<file path="config.mk">
export PLATFORM = sky130hd
export DESIGN_NAME = bresenham_line_rasterizer_core_flat
export DESIGN_NICKNAME = d
export VERILOG_FILES = /design/src/rtl/core/brl_pkg.sv /design/src/rtl/core/brl_cmd_if.sv /design/src/rtl/core/brl_pt_if.sv /design/src/rtl/core/bresenham_line_rasterizer_core.sv /design/src/flat_wrapper.sv
export SDC_FILE = /design/constraint.sdc
export NUM_CORES = 1
export LEC_CHECK = 0
export BUFFER_PORTS_ARGS = -buffer_cell sky130_fd_sc_hd__clkbuf_2
export CAP_MARGIN = 20
export CELL_PAD_IN_SITES_DETAIL_PLACEMENT = 1
export CELL_PAD_IN_SITES_GLOBAL_PLACEMENT = 2
export CORE_MARGIN = 1
export CORE_UTILIZATION = 33
export DETAILED_ROUTE_END_ITERATION = 10
export GPL_ROUTABILITY_DRIVEN = 0
export PLACE_DENSITY = 0.73
export RECOVER_POWER = 100
export SKIP_CTS_REPAIR_TIMING = 1
export SYNTH_ARGS = -nofsm -noshare
export SYNTH_HDL_FRONTEND = slang
export SYNTH_SLANG_ARGS = --single-unit
</file>
<file path="constraint.sdc">
create_clock -name clk_i -period 15.3 [get_ports clk_i]
set_input_delay 1.53 -clock clk_i [delete_from_list [all_inputs] [get_ports clk_i]]
set_output_delay 1.53 -clock clk_i [all_outputs]
set_load 0.01 [all_outputs]
</file>
<file path="src/rtl/core/brl_pkg.sv">
// Shared types and constants for the Bresenham line rasterizer.
package brl_pkg;

  localparam int CoordBits = 16;
  localparam int ColorBits = 32;
  localparam int RegBits   = 11;
  localparam int IndexBits = 20;
  localparam int ErrBits   = 20;
  localparam int StepBits  = 17;
  localparam int TwiceBits = 18;
  localparam int RowBits   = 18;

  localparam logic [RegBits-1:0] MaxCanvasWidth  = 11'd1024;
  localparam logic [RegBits-1:0] MaxCanvasHeight = 11'd1024;
  localparam logic [RegBits-1:0] ResetWidth      = 11'd640;
  localparam logic [RegBits-1:0] ResetHeight     = 11'd480;

  localparam logic CmdStart = 1'b0;
  localparam logic CmdStep  = 1'b1;

  typedef enum logic [0:0] {
    CFG_CANVAS_WIDTH  = 1'b0,
    CFG_CANVAS_HEIGHT = 1'b1
  } cfg_reg_e;

  typedef struct packed {
    logic                        command;
    logic signed [CoordBits-1:0] start_x;
    logic signed [CoordBits-1:0] start_y;
    logic signed [CoordBits-1:0] end_x;
    logic signed [CoordBits-1:0] end_y;
    logic [ColorBits-1:0]        line_color;
  } cmd_t;

  typedef struct packed {
    logic signed [CoordBits-1:0] point_x;
    logic signed [CoordBits-1:0] point_y;
    logic                        visible;
    logic [IndexBits-1:0]        write_index;
    logic [ColorBits-1:0]        pixel_value;
    logic                        last_point;
  } pt_t;

endpackage

</file>
<file path="src/rtl/core/brl_cmd_if.sv">
// Request channel that carries start and step commands into the rasterizer.
interface brl_cmd_if;
  import brl_pkg::*;

  logic valid;
  logic ready;
  cmd_t data;

  modport source (output valid, output data, input ready);
  modport sink (input valid, input data, output ready);
endinterface

</file>
<file path="src/rtl/core/brl_pt_if.sv">
// Request channel that carries rasterized line points out of the rasterizer.
interface brl_pt_if;
  import brl_pkg::*;

  logic valid;
  logic ready;
  pt_t  data;

  modport source (output valid, output data, input ready);
  modport sink (input valid, input data, output ready);
endinterface

</file>
<file path="src/rtl/core/bresenham_line_rasterizer_core.sv">
// Top level of the Bresenham line rasterizer with canvas clipping.
//
// A start request on cmd_i loads two endpoints and a color and gives no point.
// Each later step request gives one point on pt_o, from the start endpoint to
// the end endpoint, with its frame-buffer index and a flag on the last point.
// A step request with no line in progress is taken and gives nothing.
// The canvas width and height are written through cfg_we_i, cfg_idx_i and
// cfg_data_i while the block is idle; the user must keep to this, as the
// block does not enforce it. Values above 1024 saturate. Throughput is one
// request per cycle; when the receiver stalls, cmd_i.ready stays high only
// if the result register is empty or drained in that cycle, so nothing is
// lost. A point appears on pt_o in the cycle after its step request is
// taken, held in the result register; the line state advances in the same
// cycle, so the error update and the index multiply of one point fit
// between the state and result registers. Reset empties the result
// register, ends any line in progress and restores a 640 by 480 canvas.
module bresenham_line_rasterizer_core (
  input  logic                            clk_i,
  input  logic                            rst_ni,
  brl_cmd_if.sink                         cmd_i,
  brl_pt_if.source                        pt_o,
  input  logic                            cfg_we_i,
  input  brl_pkg::cfg_reg_e               cfg_idx_i,
  input  logic [brl_pkg::RegBits-1:0]     cfg_data_i
);
  import brl_pkg::*;

  logic [RegBits-1:0]          width_q, width_d;
  logic [RegBits-1:0]          height_q, height_d;
  logic                        active_q, active_d;
  logic                        out_valid_q, out_valid_d;
  logic signed [CoordBits-1:0] cur_x_q, cur_x_d;
  logic signed [CoordBits-1:0] cur_y_q, cur_y_d;
  logic signed [ErrBits-1:0]   err_q, err_d;
  logic [StepBits-1:0]         steps_q, steps_d;
  logic [TwiceBits-1:0]        tminor_q, tminor_d;
  logic [TwiceBits-1:0]        tmajor_q, tmajor_d;
  logic [1:0]                  signs_q, signs_d;
  logic                        y_major_q, y_major_d;
  logic [ColorBits-1:0]        color_q, color_d;
  pt_t                         pt_q, pt_d;

  logic                        in_acc;
  logic                        produce;
  logic signed [StepBits-1:0]  dx, dy;
  logic [StepBits-1:0]         adx, ady, major, minor;
  logic                        start_y_major;
  logic signed [ErrBits-1:0]   e_add, e_sub;
  logic                        e_pos;
  logic signed [CoordBits-1:0] x_adv, y_adv;
  logic signed [RowBits-1:0]   flip_y;
  logic                        vis;
  logic [IndexBits:0]          idx_sum;
  logic                        last;

  assign cmd_i.ready = ~out_valid_q | pt_o.ready;
  assign in_acc      = cmd_i.valid & cmd_i.ready;
  assign produce     = in_acc & (cmd_i.data.command == CmdStep) & active_q;
  assign pt_o.valid  = out_valid_q;
  assign pt_o.data   = pt_q;

  // Line setup from the two endpoints.
  always_comb begin
    dx = {cmd_i.data.end_x[CoordBits-1], cmd_i.data.end_x}
       - {cmd_i.data.start_x[CoordBits-1], cmd_i.data.start_x};
    dy = {cmd_i.data.end_y[CoordBits-1], cmd_i.data.end_y}
       - {cmd_i.data.start_y[CoordBits-1], cmd_i.data.start_y};
    adx = dx[StepBits-1] ? (~dx + 1'b1) : dx;
    ady = dy[StepBits-1] ? (~dy + 1'b1) : dy;
    start_y_major = adx < ady;
    major = start_y_major ? ady : adx;
    minor = start_y_major ? adx : ady;
  end

  // One Bresenham iteration and the clipped point of the current position.
  always_comb begin
    e_add  = err_q + $signed({2'b00, tminor_q});
    e_pos  = ~e_add[ErrBits-1] & (|e_add);
    e_sub  = e_add - $signed({2'b00, tmajor_q});
    x_adv  = signs_q[0] ? (cur_x_q - 16'sd1) : (cur_x_q + 16'sd1);
    y_adv  = signs_q[1] ? (cur_y_q - 16'sd1) : (cur_y_q + 16'sd1);
    flip_y = $signed({7'b0, height_q}) - {{2{cur_y_q[CoordBits-1]}}, cur_y_q} - 18'sd1;
    vis    = ~cur_x_q[CoordBits-1]
           & ({1'b0, cur_x_q[CoordBits-2:0]} < {5'b0, width_q})
           & ~flip_y[RowBits-1]
           & (flip_y[RowBits-2:0] < {6'b0, height_q});
    idx_sum = ({10'b0, width_q} * {11'b0, flip_y[9:0]}) + {11'b0, cur_x_q[9:0]};
    last    = (steps_q == '0);
  end

  always_comb begin
    width_d     = width_q;
    height_d    = height_q;
    active_d    = active_q;
    out_valid_d = out_valid_q & ~pt_o.ready;
    cur_x_d     = cur_x_q;
    cur_y_d     = cur_y_q;
    err_d       = err_q;
    steps_d     = steps_q;
    tminor_d    = tminor_q;
    tmajor_d    = tmajor_q;
    signs_d     = signs_q;
    y_major_d   = y_major_q;
    color_d     = color_q;
    pt_d        = pt_q;

    if (cfg_we_i) begin
      case (cfg_idx_i)
        CFG_CANVAS_WIDTH: begin
          width_d = (cfg_data_i > MaxCanvasWidth) ? MaxCanvasWidth : cfg_data_i;
        end
        CFG_CANVAS_HEIGHT: begin
          height_d = (cfg_data_i > MaxCanvasHeight) ? MaxCanvasHeight : cfg_data_i;
        end
        default: begin
        end
      endcase
    end

    if (in_acc && (cmd_i.data.command == CmdStart)) begin
      y_major_d = start_y_major;
      tmajor_d  = {major, 1'b0};
      tminor_d  = {minor, 1'b0};
      err_d     = -$signed({3'b000, major});
      steps_d   = major;
      signs_d   = {~(cmd_i.data.start_y < cmd_i.data.end_y),
                   ~(cmd_i.data.start_x < cmd_i.data.end_x)};
      cur_x_d   = cmd_i.data.start_x;
      cur_y_d   = cmd_i.data.start_y;
      color_d   = cmd_i.data.line_color;
      active_d  = 1'b1;
    end else if (produce) begin
      out_valid_d         = 1'b1;
      pt_d.point_x        = cur_x_q;
      pt_d.point_y        = cur_y_q;
      pt_d.visible        = vis;
      pt_d.write_index    = vis ? idx_sum[IndexBits-1:0] : '0;
      pt_d.pixel_value    = color_q;
      pt_d.last_point     = last;
      if (last) begin
        active_d = 1'b0;
      end else begin
        steps_d = steps_q - 1'b1;
        err_d   = e_pos ? e_sub : e_add;
        if (y_major_q) begin
          cur_y_d = y_adv;
          if (e_pos) begin
            cur_x_d = x_adv;
          end
        end else begin
          cur_x_d = x_adv;
          if (e_pos) begin
            cur_y_d = y_adv;
          end
        end
      end
    end
  end

  always_ff @(posedge clk_i or negedge rst_ni) begin
    if (!rst_ni) begin
      width_q     <= ResetWidth;
      height_q    <= ResetHeight;
      active_q    <= 1'b0;
      out_valid_q <= 1'b0;
      cur_x_q     <= '0;
      cur_y_q     <= '0;
      err_q       <= '0;
      steps_q     <= '0;
      tminor_q    <= '0;
      tmajor_q    <= '0;
      signs_q     <= '0;
      y_major_q   <= 1'b0;
      color_q     <= '0;
      pt_q        <= '0;
    end else begin
      width_q     <= width_d;
      height_q    <= height_d;
      active_q    <= active_d;
      out_valid_q <= out_valid_d;
      cur_x_q     <= cur_x_d;
      cur_y_q     <= cur_y_d;
      err_q       <= err_d;
      steps_q     <= steps_d;
      tminor_q    <= tminor_d;
      tmajor_q    <= tmajor_d;
      signs_q     <= signs_d;
      y_major_q   <= y_major_d;
      color_q     <= color_d;
      pt_q        <= pt_d;
    end
  end

endmodule

</file>
<file path="src/flat_wrapper.sv">
// flat-port wrapper written by rule: the top's interface ports become plain ports
module bresenham_line_rasterizer_core_flat import brl_pkg::*;
  (clk_i, rst_ni, cfg_we_i, cfg_idx_i, cfg_data_i, cmd_i_valid, cmd_i_data, cmd_i_ready, pt_o_valid, pt_o_data, pt_o_ready);
  brl_cmd_if cmd_i_i ();
  brl_pt_if pt_o_i ();
  input  logic clk_i;
  input  logic rst_ni;
  input  logic cfg_we_i;
  input  brl_pkg::cfg_reg_e cfg_idx_i;
  input  logic [brl_pkg::RegBits-1:0] cfg_data_i;
  input wire logic [$bits(cmd_i_i.valid)-1:0] cmd_i_valid;
  input wire logic [$bits(cmd_i_i.data)-1:0] cmd_i_data;
  output wire logic [$bits(cmd_i_i.ready)-1:0] cmd_i_ready;
  output wire logic [$bits(pt_o_i.valid)-1:0] pt_o_valid;
  output wire logic [$bits(pt_o_i.data)-1:0] pt_o_data;
  input wire logic [$bits(pt_o_i.ready)-1:0] pt_o_ready;
  assign cmd_i_i.valid = cmd_i_valid;
  assign cmd_i_i.data = cmd_i_data;
  assign cmd_i_ready = cmd_i_i.ready;
  assign pt_o_valid = pt_o_i.valid;
  assign pt_o_data = pt_o_i.data;
  assign pt_o_i.ready = pt_o_ready;
  bresenham_line_rasterizer_core u_core (.clk_i(clk_i), .rst_ni(rst_ni), .cmd_i(cmd_i_i), .pt_o(pt_o_i), .cfg_we_i(cfg_we_i), .cfg_idx_i(cfg_idx_i), .cfg_data_i(cfg_data_i));
endmodule
</file>
==> results.cfg, run 1 <==
[sta]
finalSetupViolations = 0
grt_setup_unrepaired = no
max_freq_mhz = 98.9
max_slew.worst_pin.slew_ps = 4880
max_slew_margin = -2.25
whs_ps = 471
fin_setup_tns_ps = 0
fin_crit_sh = 0.661
hold_violations = 0
drv_slew = 688
fin_crit_ps = 10110
fin_skew_ps = 33.1

[finish]
regArea_um2 = 6210
layout-area-overhead-vs-synth_pct = 13.0
stdcell_area_um2 = 25100
fill_cells = 7887
nNetsFinal = 3181
multi_input_area_um2 = 14500
drive_above_1_share = 0.0996
n_antenna_cell = 0
stdcell_count = 3665

[floorplanning]
die_area_um2 = 68500
start_util = 0.336
ios = 202
row_count = 94
die_y_um = 262
coreArea_um2 = 66200
fp.dieW_um = 262

[critical_path]
startpoint_type = primary input
crit_fanout = 88
slowest_delay_ps = 3350
crit_chain = clkbuf_1, clkbuf_1, clkbuf_1
critPathMostFrequentCell = clkbuf_1
cp_top_family = buffers and inverters
cp.required_ps = 15280
crit_buf_inv = 3
worst-setup-path-type = primary input to asynchronous set/reset pin
slowest_stage = clkbuf_1
worst_setup_path_end_kind = asynchronous set/reset pin
worstPathArrival_ps = 10090

[routing]
via_per_inst = 5.38
drt_iter0_drc = 977
num_vias = 19700
wirelength_um = 73800
drc_errors = 0
wl_per_cell_um = 20.1
first_pass_iters = 5
ant_nets = 0

[cts]
htree_num_levels = 2
cts.sinks = 248
clockRootBuffer = clkbuf_16
cts_max_path_buffers = 3
cts.clk_slew.worst_paths_ps = 50
clk_latency_ps = 550
cts_tree = done
cts_made_buffers = 35

[global_route]
grt_pass1_wl_um = 116000
grt_max_degree = 96
grt_overflow = 0
grt_use_total = 0.215
antenna_found_initial = 3
grt_pass1_vias = 20600

[synthesis]
syn_inst = 2621
synth_top_area_frac = 0.272
async_flop_share = 1.00
yosysUniqueCellTypes = 98
ys_top_cells_by_count = nand2_1, inv_1, dfrtp_1, ha_1, nor2_1
seq_area_frac_synth = 0.279
syn_avg_cell_area_um2 = 8.49
synth_top_area_cell = dfrtp_1
synth_area_leaders = dfrtp_1, ha_1, fa_1, nand2_1, inv_1
syn_nets = 3027
yosys_most_used_dff = dfrtp_1
syn_area_um2 = 22200
yosysMostFrequentCell = nand2_1
yosys_warnings = 0
synth_edf_count = 0
ys_ff_latch = 248

[placed_design]
dp.cells = 3602
postPlaceCellArea_um2 = 24100
io_buffers = 201
place_hpwl_um = 58100

[outcome]
outcome = finished, violations left
violations = capacitance limit, slew limit

[flow_run]
cap_viol_max_count = 11

[worst_hold_path]
hold_path.class = register to register
-- path summary, 6_finish.rpt --
| path | start | cells past startpoint | end | slack [ps] |
|---|---|---|---|---|
| worst max register to register | u_core.cur_y_q[0] | 27 | u_core.pt_o.data[51] | 6890 |
| worst max-delay path | rst_ni | 3 | u_core.cur_y_q[7] | 5190 |
| min in group asynchronous | rst_ni | 1 | u_core.pt_o.data[20] | 2730 |
| max in group clk_i | cmd_i_data[48] | 26 | u_core.err_q[18] | 5680 |
| worst min-delay path | u_core.color_q[18] | 2 | u_core.color_q[18] | 470 |
| worst min register to register | u_core.color_q[18] | 2 | u_core.color_q[18] | 470 |
-- per-stage QoR --
step | util | worst slack [ps]
2_1_floorplan | - | 7720
6_report | 0.380 | 5190
3_3_place_gp | 0.364 | 7040
5_1_grt | 0.380 | 3410
4_1_cts | 0.383 | 7050
3_5_place_dp | 0.364 | 6840
-- cell usage in the layout (no fill, tap or decap), drive strengths merged, types with 55 or more instances in the layout --
cell      n
fa       86
a21oi   145
mux2     55
xnor2    88
o21ai   164
nor3     66
inv     275
nor2    161
clkbuf  258
ha      206
dfrtp   242
xor2     58
nand2   332
-- flip-flops by register name, summed over array words and instances, names as in the netlist, 2 cells and up --
name and cells:
u_core.width_q 11, u_core.color_q 32, u_core.height_q 11, u_core.pt_o.data 86, u_core.tminor_q 17, u_core.steps_q 17
u_core.cur_x_q 16, u_core.signs_q 2, u_core.tmajor_q 17, u_core.err_q 20, u_core.cur_y_q 16
-- logic make-up after synthesis --
logic type      Yosys count  synth area share
xor+xnor                146            0.0578
simple gates            860             0.186
flops                   248             0.279
mux                      79            0.0390
compound gates          615             0.180
buf+inv                 381            0.0656
fa+ha+maj               292             0.193
-- layer usage --
layer / share of wire / GRT usage
met3: 0.039 / 0.0299
met4: 0.026 / 0.0628
met2: 0.46 / 0.352
met1: 0.47 / 0.294
met5: 0.00027 / 0
-- worst register-to-register path, stage by stage (launching register included) --
cell	delay (ps)
dfrtp_1	430
ha_1	250
fa_1	410
nor2b_1	130
o21a_1	150
o31a_1	240
o21a_1	180
o221ai_1	280
or4_1	660
xnor2_1	590
inv_1	310
nand2_1	170
fa_1	430
fa_1	550
inv_1	60
fa_1	500
fa_1	540
inv_1	50
fa_1	530
inv_1	40
ha_1	330
and3_1	190
a31oi_1	270
a21oi_1	200
a211o_1	320
a21oi_1	200
xnor2_1	90
a22o_1	190
-- final cells by class --
| cell class | instances | share of cell area |
|---|---|---|
| multi-input cells | 1992 | 0.579 |
| clock buffers | 45 | 0.0396 |
| repair buffers | 223 | 0.0404 |
| clock inverters | 18 | 0.0104 |
| well taps | 864 | 0.0430 |
| flip-flops and latches | 248 | 0.247 |
| inverters | 275 | 0.0410 |
Power of run 1 is not shown: default switching activity piles up to over one toggle a cycle in this logic, so the estimate is an artifact.
==> run 2, diff against run 1 <==
Clock period 15.3 ns to 10.5 ns, I/O delays scaled along.
==> results.cfg, run 2 (synthesis results as in run 1) <==
[outcome]
outcome = finished, violations left
violations = capacitance limit, slew limit

[cts]
cts.clk_slew.worst_paths_ps = 60
clk_latency_ps = 590
cts_max_path_buffers = 3
cts_made_buffers = 36
cts_tree = done
clockRootBuffer = clkbuf_16
htree_num_levels = 2
cts.sinks = 248

[placed_design]
io_buffers = 201
place_hpwl_um = 58400
dp.cells = 3602
place_ws_ps = 2470

[sta]
fin_setup_tns_ps = 0
finalSetupViolations = 0
fin_crit_ps = 8710
max_slew_margin = -2.64
max_slew.worst_pin.slew_ps = 5460
grt_setup_unrepaired = no
setup_ws_ps = 1790
hold_violations = 0
drv_slew = 546
fin_crit_sh = 0.829
fin_skew_ps = 35.1
max_freq_mhz = 115
whs_ps = 470

[routing]
via_per_inst = 5.38
wirelength_um = 74400
drc_errors = 0
first_pass_iters = 5
ant_nets = 0
wl_per_cell_um = 20.3
num_vias = 19700
drt_iter0_drc = 1022

[finish]
largest_register_ffs = 86
drive_above_1_share = 0.0989
stdcell_count = 3668
layout_common_cells = nand2_1, inv_1, dfrtp_1, ha_1, nor2_1
layout-area-overhead-vs-synth_pct = 12.9
layout_commonest_cell = nand2_1
nNetsFinal = 3182

[critical_path]
crit_fanout = 52
worst_setup_path_end_kind = register
startpoint_type = primary input
cp-startpoint = cmd_i_data[48]
cp.required_ps = 10830
worst-setup-path-type = primary input to register
rr_startpoint = u_core.cur_y_q[0]
worstPathArrival_ps = 9030

[global_route]
grt_pass1_vias = 20500
grt_max_degree = 96
grt_use_total = 0.217
grt_overflow = 0
grt_pass1_wl_um = 116000
antenna_found_initial = 4

[flow_run]
cap_viol_max_count = 9

[floorplanning]
row_count = 94
coreArea_um2 = 66200
die_area_um2 = 68500
fp.dieW_um = 262
die_y_um = 262
start_util = 0.336
ios = 202

[worst_hold_path]
hold_path.class = register to register
hold_start = u_core.color_q[20]
[run 2: changes by cell type in the layout (fill, tap and decap cells not counted), sizes merged]
cell / change
buf: +1
bufinv: -3
clkbuf: -1
clkinv: +4
clkinvlp: -1
diode: +3
[run 2: worst paths after layout]
kind / to / slack (ps) / cells after the start
max: u_core.err_q[12] / 1790 / 27
min: u_core.color_q[20] / 470 / 2
max reg2reg: u_core.pt_o.data[51] / 2320 / 27
min reg2reg: u_core.color_q[20] / 470 / 2
max in group asynchronous: u_core.pt_o.data[61] / 3110 / 2
min in group asynchronous: u_core.color_q[19] / 2430 / 1
[run 2: routing by layer]
layer / vias up / wire length [um] / track usage
li1: 9410 / - / -
met1: 9825 / 34900 / 0.294
met2: 375 / 34100 / 0.352
met3: 104 / 3210 / 0.0341
met4: 2 / 2170 / 0.0675
met5: - / 9 / 0
[run 2: layout make-up]
cell class | instances | area [um^2]
Clock inverter | 18 | 221
Timing Repair Buffer | 223 | 1020
Clock buffer | 45 | 995
Multi-Input combinational cell | 1992 | 14600
Fill cell | 7968 | 41100
Antenna cell | 3 | 7.51
Inverter | 275 | 1030
Tap cell | 864 | 1080
Sequential cell | 248 | 6210
[run 2: per-stage QoR]
step | util | area (um^2)
6_report | 0.379 | 25100
5_1_grt | 0.379 | 25100
4_1_cts | 0.382 | 25300
3_5_place_dp | 0.364 | 24100
3_3_place_gp | 0.364 | 24100
2_1_floorplan | - | 22200
[run 2: worst max-delay path, cell delays in order]
cell       delay (ps)
clkbuf_2           80
inv_1              50
ha_1              320
inv_1             100
fa_1              440
a211oi_1          300
o31ai_1           230
or3_2             480
a2111oi_2         470
nand3_1           190
o31ai_1           300
xnor2_1           240
inv_1             120
ha_1              350
a21oi_1           170
o21a_1            150
a2bb2oi_1         210
o211a_1           230
clkbuf_1         1540
nand2_1           150
o21ai_0           250
ha_1              250
or3b_2            530
or2_0             330
nor3_1            250
xor2_1            170
o21ai_0            90
Power of run 2 is left out for the same reason.
==> run 3, diff against run 2 <==
Settings changed: ABC_AREA set to 1, CORE_UTILIZATION 33 to 32, PLACE_DENSITY 0.73 to 0.79.
Clock period 10.5 ns to 7.9 ns, I/O delays scaled along.
==> results.cfg, run 3 <==
[outcome]
outcome = finished, violations left
violations = capacitance limit, slew limit

[cts]
htree_num_levels = 2
clk_latency_ps = 570
clockRootBuffer = clkbuf_16
cts.clk_slew.worst_paths_ps = 60
cts_tree = done
cts_max_path_buffers = 3
cts_made_buffers = 34
cts.sinks = 248

[sta]
setup_ws_ps = 532
drv_slew = 310
max_freq_mhz = 136
fin_skew_ps = 23.6
hold_violations = 0
fin_crit_sh = 0.933
max_slew_margin = -3.14
max_slew.worst_pin.slew_ps = 6200
fin_crit_ps = 7370
finalSetupViolations = 0

[synthesis]
synth_edf_count = 0
ys_top_cells_by_count = nand2_1, inv_1, dfrtp_1, ha_1, o21ai_0
syn_area_um2 = 23200
syn_avg_cell_area_um2 = 7.04
seq_area_frac_synth = 0.267
yosys_warnings = 0
syn_inst = 3299
synth_top_area_cell = dfrtp_1
yosysUniqueCellTypes = 61
async_flop_share = 1.00
yosysMostFrequentCell = nand2_1
yosys_most_used_dff = dfrtp_1
synth_area_leaders = dfrtp_1, nand2_1, ha_1, inv_1, fa_1
synth_top_area_frac = 0.261
syn_nets = 3705
ys_ff_latch = 248

[routing]
drt_iter0_drc = 1004
num_vias = 21800
ant_nets = 0
via_per_inst = 4.89
first_pass_iters = 6
wirelength_um = 80500
wl_per_cell_um = 18.1
drc_errors = 0

[finish]
drive_above_1_share = 0.0870
largest_register_ffs = 86
nNetsFinal = 3886
multi_input_area_um2 = 14700
regArea_um2 = 6210
layout-area-overhead-vs-synth_pct = 12.7
layout_common_cells = nand2_1, inv_1, dfrtp_1, ha_1, o21ai_0
fill_cells = 9186
layout_commonest_cell = nand2_1

[critical_path]
worst_setup_path_end_kind = register
critPathMostFrequentCell = nand2_1
worst-setup-path-type = register to register
slowest_stage = fa_1
worstPathArrival_ps = 7820
startpoint_type = register
cp.required_ps = 8350
slowest_delay_ps = 540
crit_fanout = 8

[global_route]
grt_pass1_vias = 22500
antenna_found_initial = 2
grt_pass1_wl_um = 128000
grt_max_degree = 106
grt_use_total = 0.221
grt_overflow = 0

[flow_run]
cap_viol_max_count = 5

[placed_design]
place_hpwl_um = 64900
place_ws_ps = 256
io_buffers = 201

[floorplanning]
ios = 202
die_area_um2 = 73700
die_y_um = 271
row_count = 98
start_util = 0.324
fp.dieW_um = 271
coreArea_um2 = 71600

[worst_hold_path]
hold_path.class = primary input to register
run 3: changes by cell type after synthesis, sizes merged, moves of 37 or more:
| cell | change |
|---|---|
| o21ai | +60 |
| nor3 | -37 |
| and2 | -45 |
| nand3 | +160 |
| xnor2 | -46 |
| mux2 | -55 |
| nor2 | +44 |
| inv | +229 |
| nand2 | +785 |
run 3: through the flow:
stage	hold WS [ps]	instance area (um^2)	cells	util	setup TNS [ps]
floorplan	442	23200	3299	-	0
detailed placement	457	25200	4393	0.352	0
global route	418	26200	4457	0.366	-13.9
global placement	452	25200	4393	0.352	0
CTS	308	26400	4455	0.369	0
finish	432	26200	4457	0.366	0
run 3: path summary, 6_finish.rpt:
path,startpoint,to,slack [ps],depth (start not counted)
max reg2reg,u_core.cur_y_q[0],u_core.pt_o.data[51],530,39
max,u_core.cur_y_q[0],u_core.pt_o.data[51],530,39
min in group asynchronous,rst_ni,u_core.err_q[15],2480,1
min,cmd_i_data[3],u_core.color_q[3],430,3
min reg2reg,u_core.color_q[27],u_core.pt_o.data[28],460,2
max in group asynchronous,rst_ni,u_core.pt_o.data[24],1840,1
run 3: routing by layer:
metal  vias up  global-route usage  routed length (um)  part of all wire
li1      10800                   -                   -                 -
met1     10500               0.306               38500              0.48
met2       331               0.359               36600              0.45
met3       104              0.0304                3090             0.038
met4         2              0.0633                2220             0.028
met5         -                   0                  12           0.00015
run 3: worst max-delay path: cells and delay by family, from the launching register on:
family / cells / cell delay [ps]
adder cells (fa/ha/maj): 8 / 3630
buffers and inverters: 5 / 320
flip-flops: 1 / 400
AO/OA/AOI/OAI: 6 / 920
XOR/XNOR: 1 / 260
AND/OR/NAND/NOR: 19 / 1730
run 3: final cells by class:
cell class	count	share of cell area
multi-input combinational	2469	0.560
tap	950	0.0454
antenna	1	0.0000956
clock buffer	47	0.0375
sequential	248	0.237
clock inverter	15	0.00807
inverter	506	0.0728
timing repair buffer	221	0.0386
run 3: logic make-up (layout without fill, tap and decap cells):
logic type | after synthesis | after routing | synth area share
buffers and inverters | 582 | 789 | 0.0975
AO/OA/AOI/OAI | 453 | 453 | 0.112
AND/OR/NAND/NOR | 1621 | 1621 | 0.299
flip-flops | 248 | 248 | 0.267
adder cells (fa/ha/maj) | 292 | 292 | 0.185
XOR/XNOR | 103 | 103 | 0.0395
other | 0 | 1 | 0
Power of run 3 is left out for the same reason.
